==> src/rtl/srd_pkg.sv <==
// srd_pkg: types, codes and helpers shared by the scan reply decoder.
// No dependencies; used by srd_echo, srd_parse and scan_reply_decoder.
`timescale 1ns / 1ps

package srd_pkg;

    localparam int unsigned BYTE_W   = 8;
    localparam int unsigned RANGE_W  = 18;
    localparam int unsigned KIND_W   = 2;
    localparam int unsigned POS_W    = 7;
    localparam int unsigned LEN_W    = 4;
    localparam int unsigned CFG_IDX_W  = 2;
    localparam int unsigned CFG_DATA_W = 10;
    localparam int unsigned STEP_W   = 10;
    localparam int unsigned SKIP_W   = 7;

    localparam logic [BYTE_W-1:0]  C_NEWLINE   = 8'h0A;
    localparam logic [5:0]         C_CHAR_BIAS = 6'h30;
    localparam logic [POS_W-1:0]   C_POS_MAX   = 7'd127;
    localparam logic [LEN_W-1:0]   C_LEN_STATUS     = 4'd3;
    localparam logic [LEN_W-1:0]   C_LEN_ECHO_SHORT = 4'd12;
    localparam logic [LEN_W-1:0]   C_LEN_ECHO_LONG  = 4'd13;

    // Result kinds
    localparam logic [KIND_W-1:0] KIND_RANGE      = 2'd0;
    localparam logic [KIND_W-1:0] KIND_DONE       = 2'd1;
    localparam logic [KIND_W-1:0] KIND_ECHO_BAD   = 2'd2;
    localparam logic [KIND_W-1:0] KIND_STATUS_BAD = 2'd3;

    // Configuration register indexes
    localparam logic [CFG_IDX_W-1:0] CFG_START_STEP = 2'd0;
    localparam logic [CFG_IDX_W-1:0] CFG_END_STEP   = 2'd1;
    localparam logic [CFG_IDX_W-1:0] CFG_SKIP_COUNT = 2'd2;

    // Reset values, already in BCD (thousands..ones)
    localparam logic [15:0] C_START_BCD_RST = 16'h0000;
    localparam logic [15:0] C_END_BCD_RST   = 16'h0768;
    localparam logic [11:0] C_SKIP_BCD_RST  = 12'h001;

    typedef enum logic [3:0] {
        PH_ECHO   = 4'b0001,
        PH_STATUS = 4'b0010,
        PH_STAMP  = 4'b0100,
        PH_DATA   = 4'b1000
    } t_phase;

    typedef struct packed {
        logic [BYTE_W-1:0] ch;   // expected echo character at line_pos
        logic [LEN_W-1:0]  len;  // echo line length without newline
    } t_echo_ref;

    typedef struct packed {
        logic               valid;
        logic [KIND_W-1:0]  kind;
        logic [RANGE_W-1:0] value;
    } t_result;

    // Four BCD digits of a value below 1024. Hundreds and tens come from
    // reciprocal multiplies (x*41>>12 for x<1000, x*205>>11 for x<100).
    function automatic logic [15:0] to_bcd4(input logic [9:0] v);
        logic        th;
        logic [9:0]  r;
        logic [15:0] ph;
        logic [3:0]  h;
        logic [6:0]  r2;
        logic [14:0] pt;
        logic [3:0]  t;
        logic [3:0]  o;
        th = (v >= 10'd1000);
        r  = th ? (v - 10'd1000) : v;
        ph = {6'd0, r} * 16'd41;
        h  = ph[15:12];
        r2 = 7'(r - {6'd0, h} * 10'd100);
        pt = {8'd0, r2} * 15'd205;
        t  = pt[14:11];
        o  = 4'(r2 - {3'd0, t} * 7'd10);
        return {3'd0, th, h, t, o};
    endfunction

endpackage

==> src/rtl/srd_echo.sv <==
// srd_echo: holds the scan request settings as BCD digits and supplies the
// expected echo character for a line position. Depends on srd_pkg.
`timescale 1ns / 1ps

module srd_echo (
    input  logic                            i_clk,
    input  logic                            i_rst_n,
    input  logic                            i_cfg_we,
    input  logic [srd_pkg::CFG_IDX_W-1:0]   i_cfg_index,
    input  logic [srd_pkg::CFG_DATA_W-1:0]  i_cfg_data,
    input  logic [srd_pkg::POS_W-1:0]       i_line_pos,
    output srd_pkg::t_echo_ref              o_echo
);
    import srd_pkg::*;

    logic [15:0] r_start_bcd;
    logic [15:0] r_end_bcd;
    logic [11:0] r_skip_bcd;   // hundreds, tens, ones
    logic [15:0] w_skip_full;

    assign w_skip_full = to_bcd4({3'd0, i_cfg_data[SKIP_W-1:0]});

    always_ff @(posedge i_clk) begin
        if (!i_rst_n) begin
            r_start_bcd <= C_START_BCD_RST;
            r_end_bcd   <= C_END_BCD_RST;
            r_skip_bcd  <= C_SKIP_BCD_RST;
        end else if (i_cfg_we) begin
            case (i_cfg_index)
                CFG_START_STEP: r_start_bcd <= to_bcd4(i_cfg_data[STEP_W-1:0]);
                CFG_END_STEP:   r_end_bcd   <= to_bcd4(i_cfg_data[STEP_W-1:0]);
                CFG_SKIP_COUNT: r_skip_bcd  <= w_skip_full[11:0];
                default: ;
            endcase
        end
    end

    logic       w_skip_wide;
    logic [3:0] w_digit;
    logic       w_is_digit;

    assign w_skip_wide = (r_skip_bcd[11:8] != 4'd0);

    always_comb begin
        w_digit    = 4'd0;
        w_is_digit = 1'b1;
        o_echo.ch  = 8'h00;
        case (i_line_pos)
            7'd0:  begin w_is_digit = 1'b0; o_echo.ch = 8'h47; end  // 'G'
            7'd1:  begin w_is_digit = 1'b0; o_echo.ch = 8'h44; end  // 'D'
            7'd2:  w_digit = r_start_bcd[15:12];
            7'd3:  w_digit = r_start_bcd[11:8];
            7'd4:  w_digit = r_start_bcd[7:4];
            7'd5:  w_digit = r_start_bcd[3:0];
            7'd6:  w_digit = r_end_bcd[15:12];
            7'd7:  w_digit = r_end_bcd[11:8];
            7'd8:  w_digit = r_end_bcd[7:4];
            7'd9:  w_digit = r_end_bcd[3:0];
            7'd10: w_digit = w_skip_wide ? r_skip_bcd[11:8] : r_skip_bcd[7:4];
            7'd11: w_digit = w_skip_wide ? r_skip_bcd[7:4]  : r_skip_bcd[3:0];
            7'd12: w_digit = r_skip_bcd[3:0];
            default: w_is_digit = 1'b0;
        endcase
        if (w_is_digit) begin
            o_echo.ch = {4'h3, w_digit};
        end
        o_echo.len = w_skip_wide ? C_LEN_ECHO_LONG : C_LEN_ECHO_SHORT;
    end

endmodule

==> src/rtl/srd_parse.sv <==
// srd_parse: line parser state and per-byte decode of the scan reply.
// Depends on srd_pkg; the expected echo character comes from srd_echo.
`timescale 1ns / 1ps

module srd_parse (
    input  logic                        i_clk,
    input  logic                        i_rst_n,
    input  logic                        i_step,
    input  logic [srd_pkg::BYTE_W-1:0]  i_byte,
    input  srd_pkg::t_echo_ref          i_echo,
    output logic [srd_pkg::POS_W-1:0]   o_line_pos,
    output srd_pkg::t_result            o_result
);
    import srd_pkg::*;

    t_phase             r_phase,      n_phase;
    logic [POS_W-1:0]   r_line_pos,   n_line_pos;
    logic               r_line_bad,   n_line_bad;
    logic [BYTE_W-1:0]  r_held_char,  n_held_char;
    logic               r_held_valid, n_held_valid;
    logic [1:0]         r_group_pos,  n_group_pos;
    logic [11:0]        r_group_acc,  n_group_acc;

    logic               w_newline;
    logic [POS_W-1:0]   w_pos_inc;
    logic [BYTE_W-1:0]  w_expect;
    logic [LEN_W-1:0]   w_len;
    logic [5:0]         w_six;

    assign o_line_pos = r_line_pos;
    assign w_newline  = (i_byte == C_NEWLINE);
    assign w_pos_inc  = (r_line_pos < C_POS_MAX) ? r_line_pos + 7'd1 : r_line_pos;
    assign w_six      = r_held_char[5:0] - C_CHAR_BIAS;

    // Status line is "00P"
    always_comb begin
        if (r_phase == PH_ECHO) begin
            w_expect = i_echo.ch;
            w_len    = i_echo.len;
        end else begin
            w_expect = (r_line_pos == 7'd2) ? 8'h50 : 8'h30;
            w_len    = C_LEN_STATUS;
        end
    end

    always_comb begin
        n_phase      = r_phase;
        n_line_pos   = r_line_pos;
        n_line_bad   = r_line_bad;
        n_held_char  = r_held_char;
        n_held_valid = r_held_valid;
        n_group_pos  = r_group_pos;
        n_group_acc  = r_group_acc;
        o_result     = '0;

        case (r_phase)
            PH_ECHO, PH_STATUS: begin
                if (w_newline) begin
                    n_line_pos = '0;
                    n_line_bad = 1'b0;
                    if (!r_line_bad && (r_line_pos == {3'd0, w_len})) begin
                        n_phase = (r_phase == PH_ECHO) ? PH_STATUS : PH_STAMP;
                    end else begin
                        o_result.valid = 1'b1;
                        o_result.kind  = (r_phase == PH_ECHO) ? KIND_ECHO_BAD
                                                              : KIND_STATUS_BAD;
                        n_phase = PH_ECHO;
                    end
                end else begin
                    if ((r_line_pos >= {3'd0, w_len}) || (w_expect != i_byte)) begin
                        n_line_bad = 1'b1;
                    end
                    n_line_pos = w_pos_inc;
                end
            end
            PH_STAMP: begin
                if (w_newline) begin
                    n_phase      = PH_DATA;
                    n_line_pos   = '0;
                    n_line_bad   = 1'b0;
                    n_held_char  = '0;
                    n_held_valid = 1'b0;
                    n_group_pos  = '0;
                    n_group_acc  = '0;
                end
            end
            PH_DATA: begin
                if (w_newline) begin
                    // held byte was the checksum
                    n_held_valid = 1'b0;
                    n_held_char  = '0;
                    n_line_pos   = '0;
                    if (r_line_pos == '0) begin
                        // empty line: scan done, partial group dropped
                        n_phase        = PH_ECHO;
                        n_line_bad     = 1'b0;
                        n_group_pos    = '0;
                        n_group_acc    = '0;
                        o_result.valid = 1'b1;
                        o_result.kind  = KIND_DONE;
                    end
                end else begin
                    n_line_pos   = w_pos_inc;
                    n_held_char  = i_byte;
                    n_held_valid = 1'b1;
                    if (r_held_valid) begin
                        if (r_group_pos == 2'd2) begin
                            o_result.valid = 1'b1;
                            o_result.kind  = KIND_RANGE;
                            o_result.value = {r_group_acc, w_six};
                            n_group_pos    = '0;
                            n_group_acc    = '0;
                        end else begin
                            n_group_acc = {r_group_acc[5:0], w_six};
                            n_group_pos = r_group_pos + 2'd1;
                        end
                    end
                end
            end
            default: n_phase = PH_ECHO;
        endcase

        if (!i_step) begin
            o_result.valid = 1'b0;
        end
    end

    always_ff @(posedge i_clk) begin
        if (!i_rst_n) begin
            r_phase      <= PH_ECHO;
            r_line_pos   <= '0;
            r_line_bad   <= 1'b0;
            r_held_char  <= '0;
            r_held_valid <= 1'b0;
            r_group_pos  <= '0;
            r_group_acc  <= '0;
        end else if (i_step) begin
            r_phase      <= n_phase;
            r_line_pos   <= n_line_pos;
            r_line_bad   <= n_line_bad;
            r_held_char  <= n_held_char;
            r_held_valid <= n_held_valid;
            r_group_pos  <= n_group_pos;
            r_group_acc  <= n_group_acc;
        end
    end

endmodule

==> src/rtl/scan_reply_decoder.sv <==
// scan_reply_decoder: top level of the range scan reply decoder.
// Depends on srd_pkg, srd_echo and srd_parse.
`timescale 1ns / 1ps

// Channel  | Direction | Payload
// ---------+-----------+---------------------------------------------------
// s_axis   | in        | tdata[7:0] rx_byte
// m_axis   | out       | tdata[17:0] range_value (zero padded to 24),
//          |           | tuser[1:0] kind
// cfg      | in        | i_cfg_we / i_cfg_index / i_cfg_data, write only
//
// One byte per cycle sustained while m_axis accepts. A transaction is held
// in the input register, is decoded in one pass against the parser state,
// and lands in the result register. A byte that gives no result frees its
// slot at once; a stalled m_axis holds the result register, and the input
// register then fills and s_axis_tready drops. Synchronous active-low reset
// clears the parser to waiting for an echo line and the settings to start
// 0, end 768, skip 1.

module scan_reply_decoder (
    input  logic                            i_clk,
    input  logic                            i_rst_n,
    // configuration writes
    input  logic                            i_cfg_we,
    input  logic [srd_pkg::CFG_IDX_W-1:0]   i_cfg_index,
    input  logic [srd_pkg::CFG_DATA_W-1:0]  i_cfg_data,
    // received bytes
    input  logic                            s_axis_tvalid,
    output logic                            s_axis_tready,
    input  logic [7:0]                      s_axis_tdata,   // [7:0] rx_byte
    // decoded results
    output logic                            m_axis_tvalid,
    input  logic                            m_axis_tready,
    output logic [23:0]                     m_axis_tdata,   // [17:0] range_value
    output logic [1:0]                      m_axis_tuser    // [1:0] kind
);
    import srd_pkg::*;

    // Input register
    logic                r_in_valid;
    logic [BYTE_W-1:0]   r_in_byte;
    // Result register
    logic                r_out_valid;
    logic [RANGE_W-1:0]  r_out_value;
    logic [KIND_W-1:0]   r_out_kind;

    logic                w_advance;
    logic                w_step;
    logic [POS_W-1:0]    w_line_pos;
    t_echo_ref           w_echo;
    t_result             w_result;

    // result register free or emptying this cycle
    assign w_advance     = !r_out_valid || m_axis_tready;
    assign w_step        = r_in_valid && w_advance;
    assign s_axis_tready = !r_in_valid || w_advance;

    always_ff @(posedge i_clk) begin
        if (!i_rst_n) begin
            r_in_valid <= 1'b0;
        end else if (s_axis_tvalid && s_axis_tready) begin
            r_in_valid <= 1'b1;
        end else if (w_step) begin
            r_in_valid <= 1'b0;
        end
    end

    always_ff @(posedge i_clk) begin
        if (s_axis_tvalid && s_axis_tready) begin
            r_in_byte <= s_axis_tdata;
        end
    end

    srd_echo u_echo (
        .i_clk       (i_clk),
        .i_rst_n     (i_rst_n),
        .i_cfg_we    (i_cfg_we),
        .i_cfg_index (i_cfg_index),
        .i_cfg_data  (i_cfg_data),
        .i_line_pos  (w_line_pos),
        .o_echo      (w_echo)
    );

    srd_parse u_parse (
        .i_clk      (i_clk),
        .i_rst_n    (i_rst_n),
        .i_step     (w_step),
        .i_byte     (r_in_byte),
        .i_echo     (w_echo),
        .o_line_pos (w_line_pos),
        .o_result   (w_result)
    );

    always_ff @(posedge i_clk) begin
        if (!i_rst_n) begin
            r_out_valid <= 1'b0;
        end else if (w_advance) begin
            r_out_valid <= w_result.valid;
        end
    end

    always_ff @(posedge i_clk) begin
        if (w_advance && w_result.valid) begin
            r_out_value <= w_result.value;
            r_out_kind  <= w_result.kind;
        end
    end

    assign m_axis_tvalid = r_out_valid;
    assign m_axis_tdata  = {6'd0, r_out_value};
    assign m_axis_tuser  = r_out_kind;

endmodule

==> config.mk <==
export PLATFORM = sky130hd
export DESIGN_NAME = scan_reply_decoder
export DESIGN_NICKNAME = d
export VERILOG_FILES = /design/src/rtl/srd_pkg.sv /design/src/rtl/srd_echo.sv /design/src/rtl/srd_parse.sv /design/src/rtl/scan_reply_decoder.sv
export SDC_FILE = /design/constraint.sdc
export NUM_CORES = 1
export LEC_CHECK = 0
export ABC_AREA = 1
export ABC_CLOCK_PERIOD_IN_PS = 17600
export BUFFER_PORTS_ARGS = -buffer_cell sky130_fd_sc_hd__buf_2
export CORE_MARGIN = 4
export CORE_UTILIZATION = 29
export CTS_CLUSTER_DIAMETER = 30
export CTS_CLUSTER_SIZE = 12
export DETAILED_ROUTE_END_ITERATION = 8
export MAX_ROUTING_LAYER = met4
export SLEW_MARGIN = 0
export SYNTH_ARGS = -nofsm -noshare
export SYNTH_HDL_FRONTEND = slang
export SYNTH_SLANG_ARGS = --single-unit
==> constraint.sdc <==
create_clock -name i_clk -period 17.6 [get_ports i_clk]
set_clock_uncertainty 0.05 [all_clocks]
set_input_delay 1.76 -clock i_clk [delete_from_list [all_inputs] [get_ports i_clk]]
set_output_delay 1.76 -clock i_clk [all_outputs]
set_load 0.1 [all_outputs]
======== After elaboration in Yosys (flattened, before gate mapping) ========
Index checks and enable logic that the tools add are counted.
storage, ports and cells
  input bits .............................. 25
  output and inout bits ................... 28
  register bits after elaboration ......... 98
operators by class
  bitwise logic cells ..................... 3
  add/subtract/negate cells ............... 8
  reductions and logical operators ........ 28
  mux-type cells .......................... 56
  $mul .................................... 8
  $lt $le $gt $ge ......................... 3
  eq/ne operators ......................... 30
operators with widths
  kind                   count
  $mux 12                5
  $pmux 4 s11            1
  $mux 21                2
  $eq 7x4->1 const B     5
  $mux 7                 5
  $mux 4                 8
  $mul 7x8->15 const B   2
  $eq 7x3->1 const B     4
  $pmux 7 s2             2
  $pmux 12 s2            1
  $mul 10x6->16 const B  1
  $mux 3                 5
  $eq 7x2->1 const B     2
  $sub 7x7->7            2
  $mul 7x6->13 const B   1
  $mux 1                 12
  $mux 6                 2
  $pmux 4 s3             1
  $pmux 6 s2             1
  $reduce_or 11->1       1
  $ge 10x10->1 const B   1
  $mux 10                1
  $mux 2                 5
  $reduce_and 5->1       2
  other kinds (44)       64

======== Logic depth before layout (Yosys ltp) ========
Gate-level depths: netlist (run 1).
  word-level depth ........................ 10
  gate-level depth with buffers ........... 53

======== Modules after synthesis ========
From an unflattened synthesis (run 1), not the netlist that was laid out.
unflattened totals
  cells, all modules ...................... 1,121
  area total of the unflattened synthesis .. 8,624.5 µm²
modules (own cells, without submodules)
  module              instances  cells an instance  area an instance (µm²)
  srd_echo            1          736                5,355.1
  srd_parse           1          333                2,262.2
  scan_reply_decoder  1          52                 1,007.2

======== Worst setup path after synthesis (run 1) ========
OpenSTA, ideal clock, no wires.
  kind .................................... input to register
  start point ............................. in i_cfg_data[3] (netlist name)
  end point ............................... reg u_echo.r_start_bcd[3]
  setup slack ............................. 7.768 ns
  path buffers ............................ 0
  library setup time ...................... 0.115 ns
  arrival ................................. 9.667 ns
  stages on the path ...................... 50
  data required time ...................... 17.435 ns
  path through ............................ inv_1 ha_1 o21ai_0 ha_1 fa_1 ha_1 ha_1 nand2_1 nand3b_1 nand2_1 nand2_1 nand2_1 nand3_1 nand3_1 nand2_1 ha_1 inv_1 ha_1 (+14 left out) inv_1 ha_1 nand2_1 a21oi_1 o21ai_0 nand2_1 nand2_1 nand2_1 inv_1 ha_1 inv_1 fa_1 xor2_1 or2_2 nand2_1 xor2_1 o21ai_0 inv_1
on the way
  cells in the longest elaborated chain, start to end .. 8
ends and longest elaborated chain
  what                                                   RTL line                      text
  start: declaration                                     scan_reply_decoder.sv:26      input logic [srd_pkg::CFG_DATA_W-1:0] i_cfg_data,
  $sub 10x10->10 / $ge 10x10->1 (equally long branches)  srd_pkg.sv:70, srd_pkg.sv:69
  $mux 10 *                                              srd_pkg.sv:70                 r = th ? (v - 10'd1000) : v;
  $mul 10x6->16                                          srd_pkg.sv:71                 ph = {6'd0, r} * 16'd41;
  $mul 4x5->5                                            srd_pkg.sv:73                 r2 = 7'(r - {6'd0, h} * 10'd100);
  $sub 7x7->7 *                                          srd_pkg.sv:73
  $mul 7x8->15                                           srd_pkg.sv:74                 pt = {8'd0, r2} * 15'd205;
  $mul 4x3->3                                            srd_pkg.sv:76                 o = 4'(r2 - {3'd0, t} * 7'd10);
  $sub 4x4->4 *                                          srd_pkg.sv:76
  end signal: assignment                                 srd_echo.sv:30                CFG_START_STEP: r_start_bcd <= to_bcd4(i_cfg_data[STEP_W-1:0]);
  end: declaration                                       srd_echo.sv:16                logic [15:0] r_start_bcd;
Every way passes the cells marked *; elsewhere a longest branch is shown, timed or not.
A chain may end at the register's enable or synchronous reset.

======== Worst setup path after layout (run 1) ========
Ends and elaborated chain as after synthesis.

==> results of run 1 <==
-- final cells by class --
| class | count | area, um2 | area share [%] |
|---|---|---|---|
| multi-input cells | 754 | 5280 | 57.2 |
| repair buffers | 50 | 260 | 2.82 |
| well taps | 378 | 473 | 5.12 |
| inverters | 179 | 677 | 7.33 |
| clock inverters | 6 | 71.3 | 0.773 |
| clock buffers | 10 | 229 | 2.48 |
| flip-flops and latches | 98 | 2240 | 24.3 |
-- power by group --
| group | internal [W] | switching, W |
|---|---|---|
| combinational | 0.000528 | 0.000792 |
| clock | 0.000112 | 0.0000870 |
| sequential | 0.000248 | 0.0000115 |
| total | 0.000889 | 0.000891 |
-- synthesized netlist by cell type (all sizes together) --
cell type  count  area share (%)
or2            5            0.38
nand4         15             1.1
o211ai         7            0.80
nor4           1            0.26
xnor2          9             1.0
o21bai         2            0.18
buf           15             1.4
edfxtp        28              10
clkbuf        10            0.45
a31oi          3            0.23
a221oi         1            0.18
nor2         113             5.9
and3           2            0.15
fa            24             5.8
o21ai         59             3.6
xor2          13             1.5
o31ai          2            0.18
nor3b          1           0.090
clkinv         1           0.045
nor3          14             1.2
a21oi         78             4.9
a211oi        14             1.6
conb           1           0.045
nand3         51             3.4
nand2        184             8.7
dfxtp         70              17
ha           141              21
nand3b         4            0.36
a21o           5            0.45
inv          178             8.1
-- through the flow --
stage	total power, W	instances
after floorplan	0.00131	1056
after global placement	0.00156	1459
after detailed placement	0.00160	1459
after CTS	0.00181	1475
after global routing	0.00205	1475
final	0.00178	1475
-- tightest hold or removal path: stages (launching register included) --
cell and delay [ns]:
dfxtp_1 0.30, inv_1 0.06, a21oi_1 0.06
-- routing by layer --
| layer | track usage [%] | vias to the layer above |
|---|---|---|
| met1 | 15.8 | 3079 |
| met4 | 2.96 | 0 |
| met2 | 20.2 | 78 |
| met3 | 1.87 | 14 |
| li1 | - | 3526 |
| met5 | - | - |
-- how the worst max path moves through the flow --
stage | start | endpoint | slack (ns)
2_1_floorplan | i_cfg_data[3] | u_echo.r_start_bcd[3] | 7.77
3_3_place_gp | i_cfg_data[3] | u_echo.r_start_bcd[3] | 7.18
3_5_place_dp | i_cfg_data[3] | u_echo.r_start_bcd[3] | 6.91
4_1_cts | i_cfg_data[3] | u_echo.r_start_bcd[3] | 7.26
5_1_grt | i_cfg_data[3] | u_echo.r_start_bcd[3] | 6.31
6_report | i_cfg_data[3] | u_echo.r_start_bcd[3] | 7.33
-- cells in the final DEF, fill, tap and decap left out, types with 2 or more instances in the layout --
cell,instances
nor2_4,6
nor3_4,2
and3_1,2
o31ai_1,2
buf_2,46
o211ai_1,6
fa_1,24
a211oi_1,9
nand3_1,46
ha_1,141
a21o_1,5
nand3b_1,4
inv_1,164
a21oi_1,74
nand3_2,5
nor3_2,3
a21oi_2,4
nor3_1,9
a211oi_2,5
clkinv_1,2
nand2_1,179
buf_4,4
xnor2_1,8
nand4_1,15
conb_1,6
a31oi_1,3
inv_4,2
xor2_1,12
nor2_2,10
dfxtp_1,70
or2_2,5
o21bai_1,2
inv_6,3
nand2_2,3
edfxtp_1,28
o21ai_0,51
clkbuf_16,9
inv_2,12
o21ai_1,7
nor2_1,97
-- logic make-up after synthesis --
kind of cell,share of synthesized area (%)
xor+xnor,2.49
simple gates,21.6
buf+inv,9.98
compound gates,12.0
flops,26.9
other cells,0.0450
fa+ha+maj,27.0
-- sequential cells by signal, indices dropped and copies added (netlist names) --
signal and flops:
u_parse.r_held_valid 1, r_out_value 18, r_in_valid 1, u_parse.o_line_pos 7, u_echo.r_skip_bcd 9, u_echo.r_start_bcd 13
u_echo.r_end_bcd 13, u_parse.r_group_pos 2, m_axis_tvalid 1, r_in_byte 8, u_parse.r_group_acc 12, m_axis_tuser 2
u_parse.r_held_char 6, u_parse.r_line_bad 1, u_parse.r_phase 4
==> run_results.csv, run 1 <==
group,metric,value,unit
synth,synth-seq-cells,98,
timing,period_needed,10.27,ns
routing,drtPass1Iterations,4,
floorplan,fp.dieH,177,um
critical_path,critPathMostFrequentCell,"nand2_1",
hold_path,holdCritPathClass,"reg -> reg",
clock_tree,cts.sink_count,98,
power_and_ir_drop,power_leakage,4.41,nW
floorplan,rows,61,
outcome,status,"complete, no violations",
critical_path,cp_slowest_cell,"fa_1",
final_layout,drive_gt1_share,11.8,%
clock_tree,tritoncts,"done",
place,placed_area,8930,um2
timing,setup_violations,0,
synth,synth-seq-area-share,26.9,%
routing,wl_met1,8650,um
timing,grt_setup_unrepaired,"false",
place,pre_cts_slack,6.91,ns
critical_path,critPathMaxStageDelay,0.51,ns
clock_tree,cts_root_buffer,"clkbuf_16",
critical_path,cp_top_family,"adder cells",
synth,yosysUniqueCellTypes,50,
routing,postRouteAntennaNets,0,
timing,tightestPinTransition,0.745,ns
grt,grt_use_total,12.2,%
critical_path,crit_path_end_kind,"register",
grt,grt_pass1_wl,31100,um
critical_path,path_max_fanout,7,
routing,top_layer_used,"met4",
synth,syn_inst,1051,
place,dp_hpwl,14500,um
critical_path,required,17.79,ns
synth,yosysWarnings,0,
routing,wl_met3,483,um
power_and_ir_drop,power-per-cell-area,193,nW/um2
clock_tree,clock_latency,0.35,ns
critical_path,timing.rr.start,"u_parse.r_phase[3]",
clock_tree,hold_buffers,0,
critical_path,crit_type,"in -> reg",
floorplan,initial_core_util,29.6,%
hold_path,hp-start,"u_parse.r_group_acc[10]",
timing,setup_slack,7.33,ns
power_and_ir_drop,ir_drop,0.000150,V
critical_path,r2r_end,"r_out_value[13]",
critical_path,reg2reg_depth,11,
final_layout,utilization,32.9,%
final_layout,fillCellCount,3082,
routing,vias,6697,
critical_path,crit_cells,52,
timing,finalHoldViolations,0,
floorplan,die-area,31500,um2
final_layout,design_area,9230,um2
final_layout,area_growth,10.8,%
clock_tree,clk_pin_slew,0.07,ns
critical_path,setup.worst_path.start_class,"primary input",
flow_run,cap_violations,0,
timing,fin_tns_setup,0,ns
critical_path,cp_num_buf_inv,9,
timing,worst_hold_slack,0.411,ns
critical_path,r2r_setup_slack,14.78,ns
floorplan,core_area,28100,um2
routing,wl,17900,um
floorplan,die_w,177,um
clock_tree,cts.htree.levels,3,
timing,slew_headroom,50.1,%
routing,drt_iter0_drc,372,
grt,antenna_found_initial,0,
timing,max_freq,97.3,MHz
grt,grt_max_degree,36,
routing,route.met2.wl,8510,um
critical_path,worstPathArrival,10.46,ns
clock_tree,cts-resized-gates,0,
floorplan,ios,53,
place,place_congestion,0.854,
synth,avgSynthCellArea,7.92,um2
final_layout,diodes,0,
clock_tree,clk_path_buf_depth,2,
timing,slew_viol_final,0,
hold_path,worstHoldPathCells,2,
synth,synth_area,8330,um2
final_layout,final_nets,1282,
routing,drc_errors,0,
grt,overflow,0,
clock_tree,cts_buffers,9,
grt,grt_pass1_vias,6554,
clock_tree,postCtsSetupRepairBufs,0,
hold_path,worst_hold_path.endpoint,"u_parse.r_group_acc[10]",
place,io_buffers,46,
routing,routedWlPerCell,12.1,um
routing,via_per_inst,4.54,
timing,period_share,58.4,%
(Power assumes the default switching activity.)
==> run 2, diff against run 1 <==
ABC_CLOCK_PERIOD_IN_PS = 10100   (was 17600)
clock period = 10.1 ns   (was 17.6 ns; I/O delays follow)
==> run 2 against run 1 <==
  * Via count shrank 0.22%
  * Final cell count barely moved
  * Die area unchanged
  * Non-clock buffer count is 1 higher
  * Critical path depth unchanged
  * Sequential cell count stayed put
  * Power is 77% higher
  * Sequential power up 75%
  * Critical path type unchanged
  * Highest routed layer unchanged
==> run_results.csv, run 2 (synthesis gave the netlist of run 1 again) <==
group,metric,value,unit
grt,grt_max_degree,36,
hold_path,worstHoldPathCells,2,
final_layout,fillCellCount,3074,
floorplan,core_area,28100,um2
floorplan,initial_core_util,29.6,%
grt,grt_pass1_wl,30600,um
timing,worst_hold_slack,0.408,ns
clock_tree,cts.htree.levels,3,
timing,slew_headroom,49.3,%
floorplan,ios,53,
final_layout,final_common_cell,"nand2_1",
final_layout,area_growth,11.9,%
grt,grt_use_total,12.2,%
critical_path,cp_slowest_cell,"fa_1",
critical_path,critPathMaxStageDelay,0.51,ns
place,placed_area,8940,um2
timing,fin_tns_setup,0,ns
final_layout,largest_register_ffs,18,
hold_path,worst_hold_path.endpoint,"u_parse.r_group_acc[10]",
clock_tree,clock_latency,0.35,ns
critical_path,worstPathArrival,9.52,ns
timing,finalHoldViolations,0,
grt,grtUsageMet2,20.1,%
timing,tightestPinTransition,0.757,ns
clock_tree,cts_buffers,9,
critical_path,required,10.30,ns
grt,grt_pass1_vias,6397,
final_layout,top_regs,"r_out_value x18, u_echo.r_end_bcd x13, u_echo.r_start_bcd x13",
routing,postRouteAntennaNets,0,
clock_tree,tritoncts,"done",
critical_path,setup.worst_path.start_class,"primary input",
clock_tree,cts.sink_count,98,
critical_path,path_max_fanout,7,
critical_path,reg2reg_depth,12,
hold_path,holdCritPathClass,"reg -> reg",
final_layout,top_register,"r_out_value",
power_and_ir_drop,power_frac_comb,73.6,%
timing,period_needed,9.32,ns
final_layout,diodes,0,
power_and_ir_drop,netSwitchingFraction,49.6,%
place,io_buffers,46,
power_and_ir_drop,ir_drop,0.000305,V
routing,via_per_inst,4.53,
routing,wl,17800,um
routing,drc_errors,0,
final_layout,design_area,9320,um2
clock_tree,clk_path_buf_depth,2,
final_layout,final_cell_mix,"179 x nand2_1, 164 x inv_1, 141 x ha_1",
power_and_ir_drop,power-per-cell-area,338,nW/um2
clock_tree,cts_root_buffer,"clkbuf_16",
routing,vias,6682,
grt,antenna_found_initial,0,
critical_path,timing.rr.start,"u_parse.r_phase[3]",
timing,slew_viol_final,0,
clock_tree,postCtsSetupRepairBufs,0,
clock_tree,cts-resized-gates,0,
routing,routedWlPerCell,12.1,um
timing,period_share,92.3,%
grt,busiest_layer,"met2",
floorplan,die_w,177,um
timing,setup_violations,0,
power_and_ir_drop,intPower,0.00159,W
critical_path,crit_type,"in -> reg",
power_and_ir_drop,seqPwrFrac,14.3,%
timing,grt_setup_unrepaired,"false",
grt,grtUsageMet1,15.5,%
critical_path,r2r_end,"r_out_value[9]",
hold_path,hp-start,"u_parse.r_group_acc[10]",
routing,drt_iter0_drc,321,
power_and_ir_drop,power.switching,0.00156,W
power_and_ir_drop,power_leakage,4.44,nW
critical_path,critPathMostFrequentCell,"inv_1",
critical_path,crit_path_end_kind,"register",
grt,gr-usage-met3,1.85,%
timing,max_freq,107,MHz
place,dp_hpwl,14300,um
routing,drtPass1Iterations,5,
clock_tree,hold_buffers,0,
place,place_congestion,0.878,
power_and_ir_drop,pwr-share-clk,12.1,%
critical_path,r2r_setup_slack,7.26,ns
grt,overflow,0,
final_layout,drive_gt1_share,12.8,%
floorplan,rows,61,
floorplan,fp.dieH,177,um
clock_tree,clk_pin_slew,0.07,ns
final_layout,final_nets,1283,
flow_run,cap_violations,0,
outcome,status,"complete, no violations",
floorplan,die-area,31500,um2
run 2: cell type report:
type,count,area [um2],share of cell area [%]
multi-input combinational,754,5320,57.1
sequential,98,2240,24.1
inverter,179,677,7.27
tap,378,473,5.08
timing repair buffer,51,268,2.87
clock buffer,9,225,2.42
clock inverter,7,109,1.17
run 2: how the worst max path moves through the flow:
| stage | start | end | slack (ns) | depth (start not counted) |
|---|---|---|---|---|
| 3_3_place_gp | i_cfg_data[3] | u_echo.r_start_bcd[3] | 0.42 | 51 |
| 2_1_floorplan | i_cfg_data[3] | u_echo.r_start_bcd[3] | 1.02 | 50 |
| 4_1_cts | i_cfg_data[3] | u_echo.r_start_bcd[3] | 0.52 | 50 |
| 5_1_grt | i_cfg_data[3] | u_echo.r_start_bcd[3] | 0.02 | 53 |
| 6_report | i_cfg_data[3] | u_echo.r_start_bcd[3] | 0.78 | 52 |
| 3_5_place_dp | i_cfg_data[3] | u_echo.r_start_bcd[3] | 0.16 | 50 |
run 2: critical path: cells and delay by family:
kind                     cells  cell delay (ns)
adder cells (fa/ha/maj)     13             4.16
AND/OR/NAND/NOR             15             1.63
buffers and inverters       12             0.91
XOR/XNOR                     4             0.60
AO/OA/AOI/OAI                8             1.18
run 2: per-layer routing:
metal | up-vias | wire [um]
li1 | 3529 | -
met5 | - | 0
met2 | 85 | 8530
met3 | 17 | 492
met1 | 3051 | 8510
met4 | 0 | 267
run 2: through the flow:
step                cells  util (%)  total power, W  worst slack (ns)
detailed placement   1460      31.8         0.00277             0.159
global route         1476      33.2         0.00366            0.0244
floorplan            1056         -         0.00228              1.02
global placement     1460      31.8         0.00273             0.418
CTS                  1476      33.0         0.00316             0.525
finish               1476      33.2         0.00315             0.780
run 2: power groups by stage:
stage	logic, W	clock network, W	registers (W)
after floorplan	0.00183	0	0.000453
after global placement	0.00227	0	0.000460
after detailed placement	0.00231	0	0.000460
after CTS	0.00232	0.000391	0.000452
after global routing	0.00280	0.000409	0.000454
final	0.00232	0.000381	0.000452
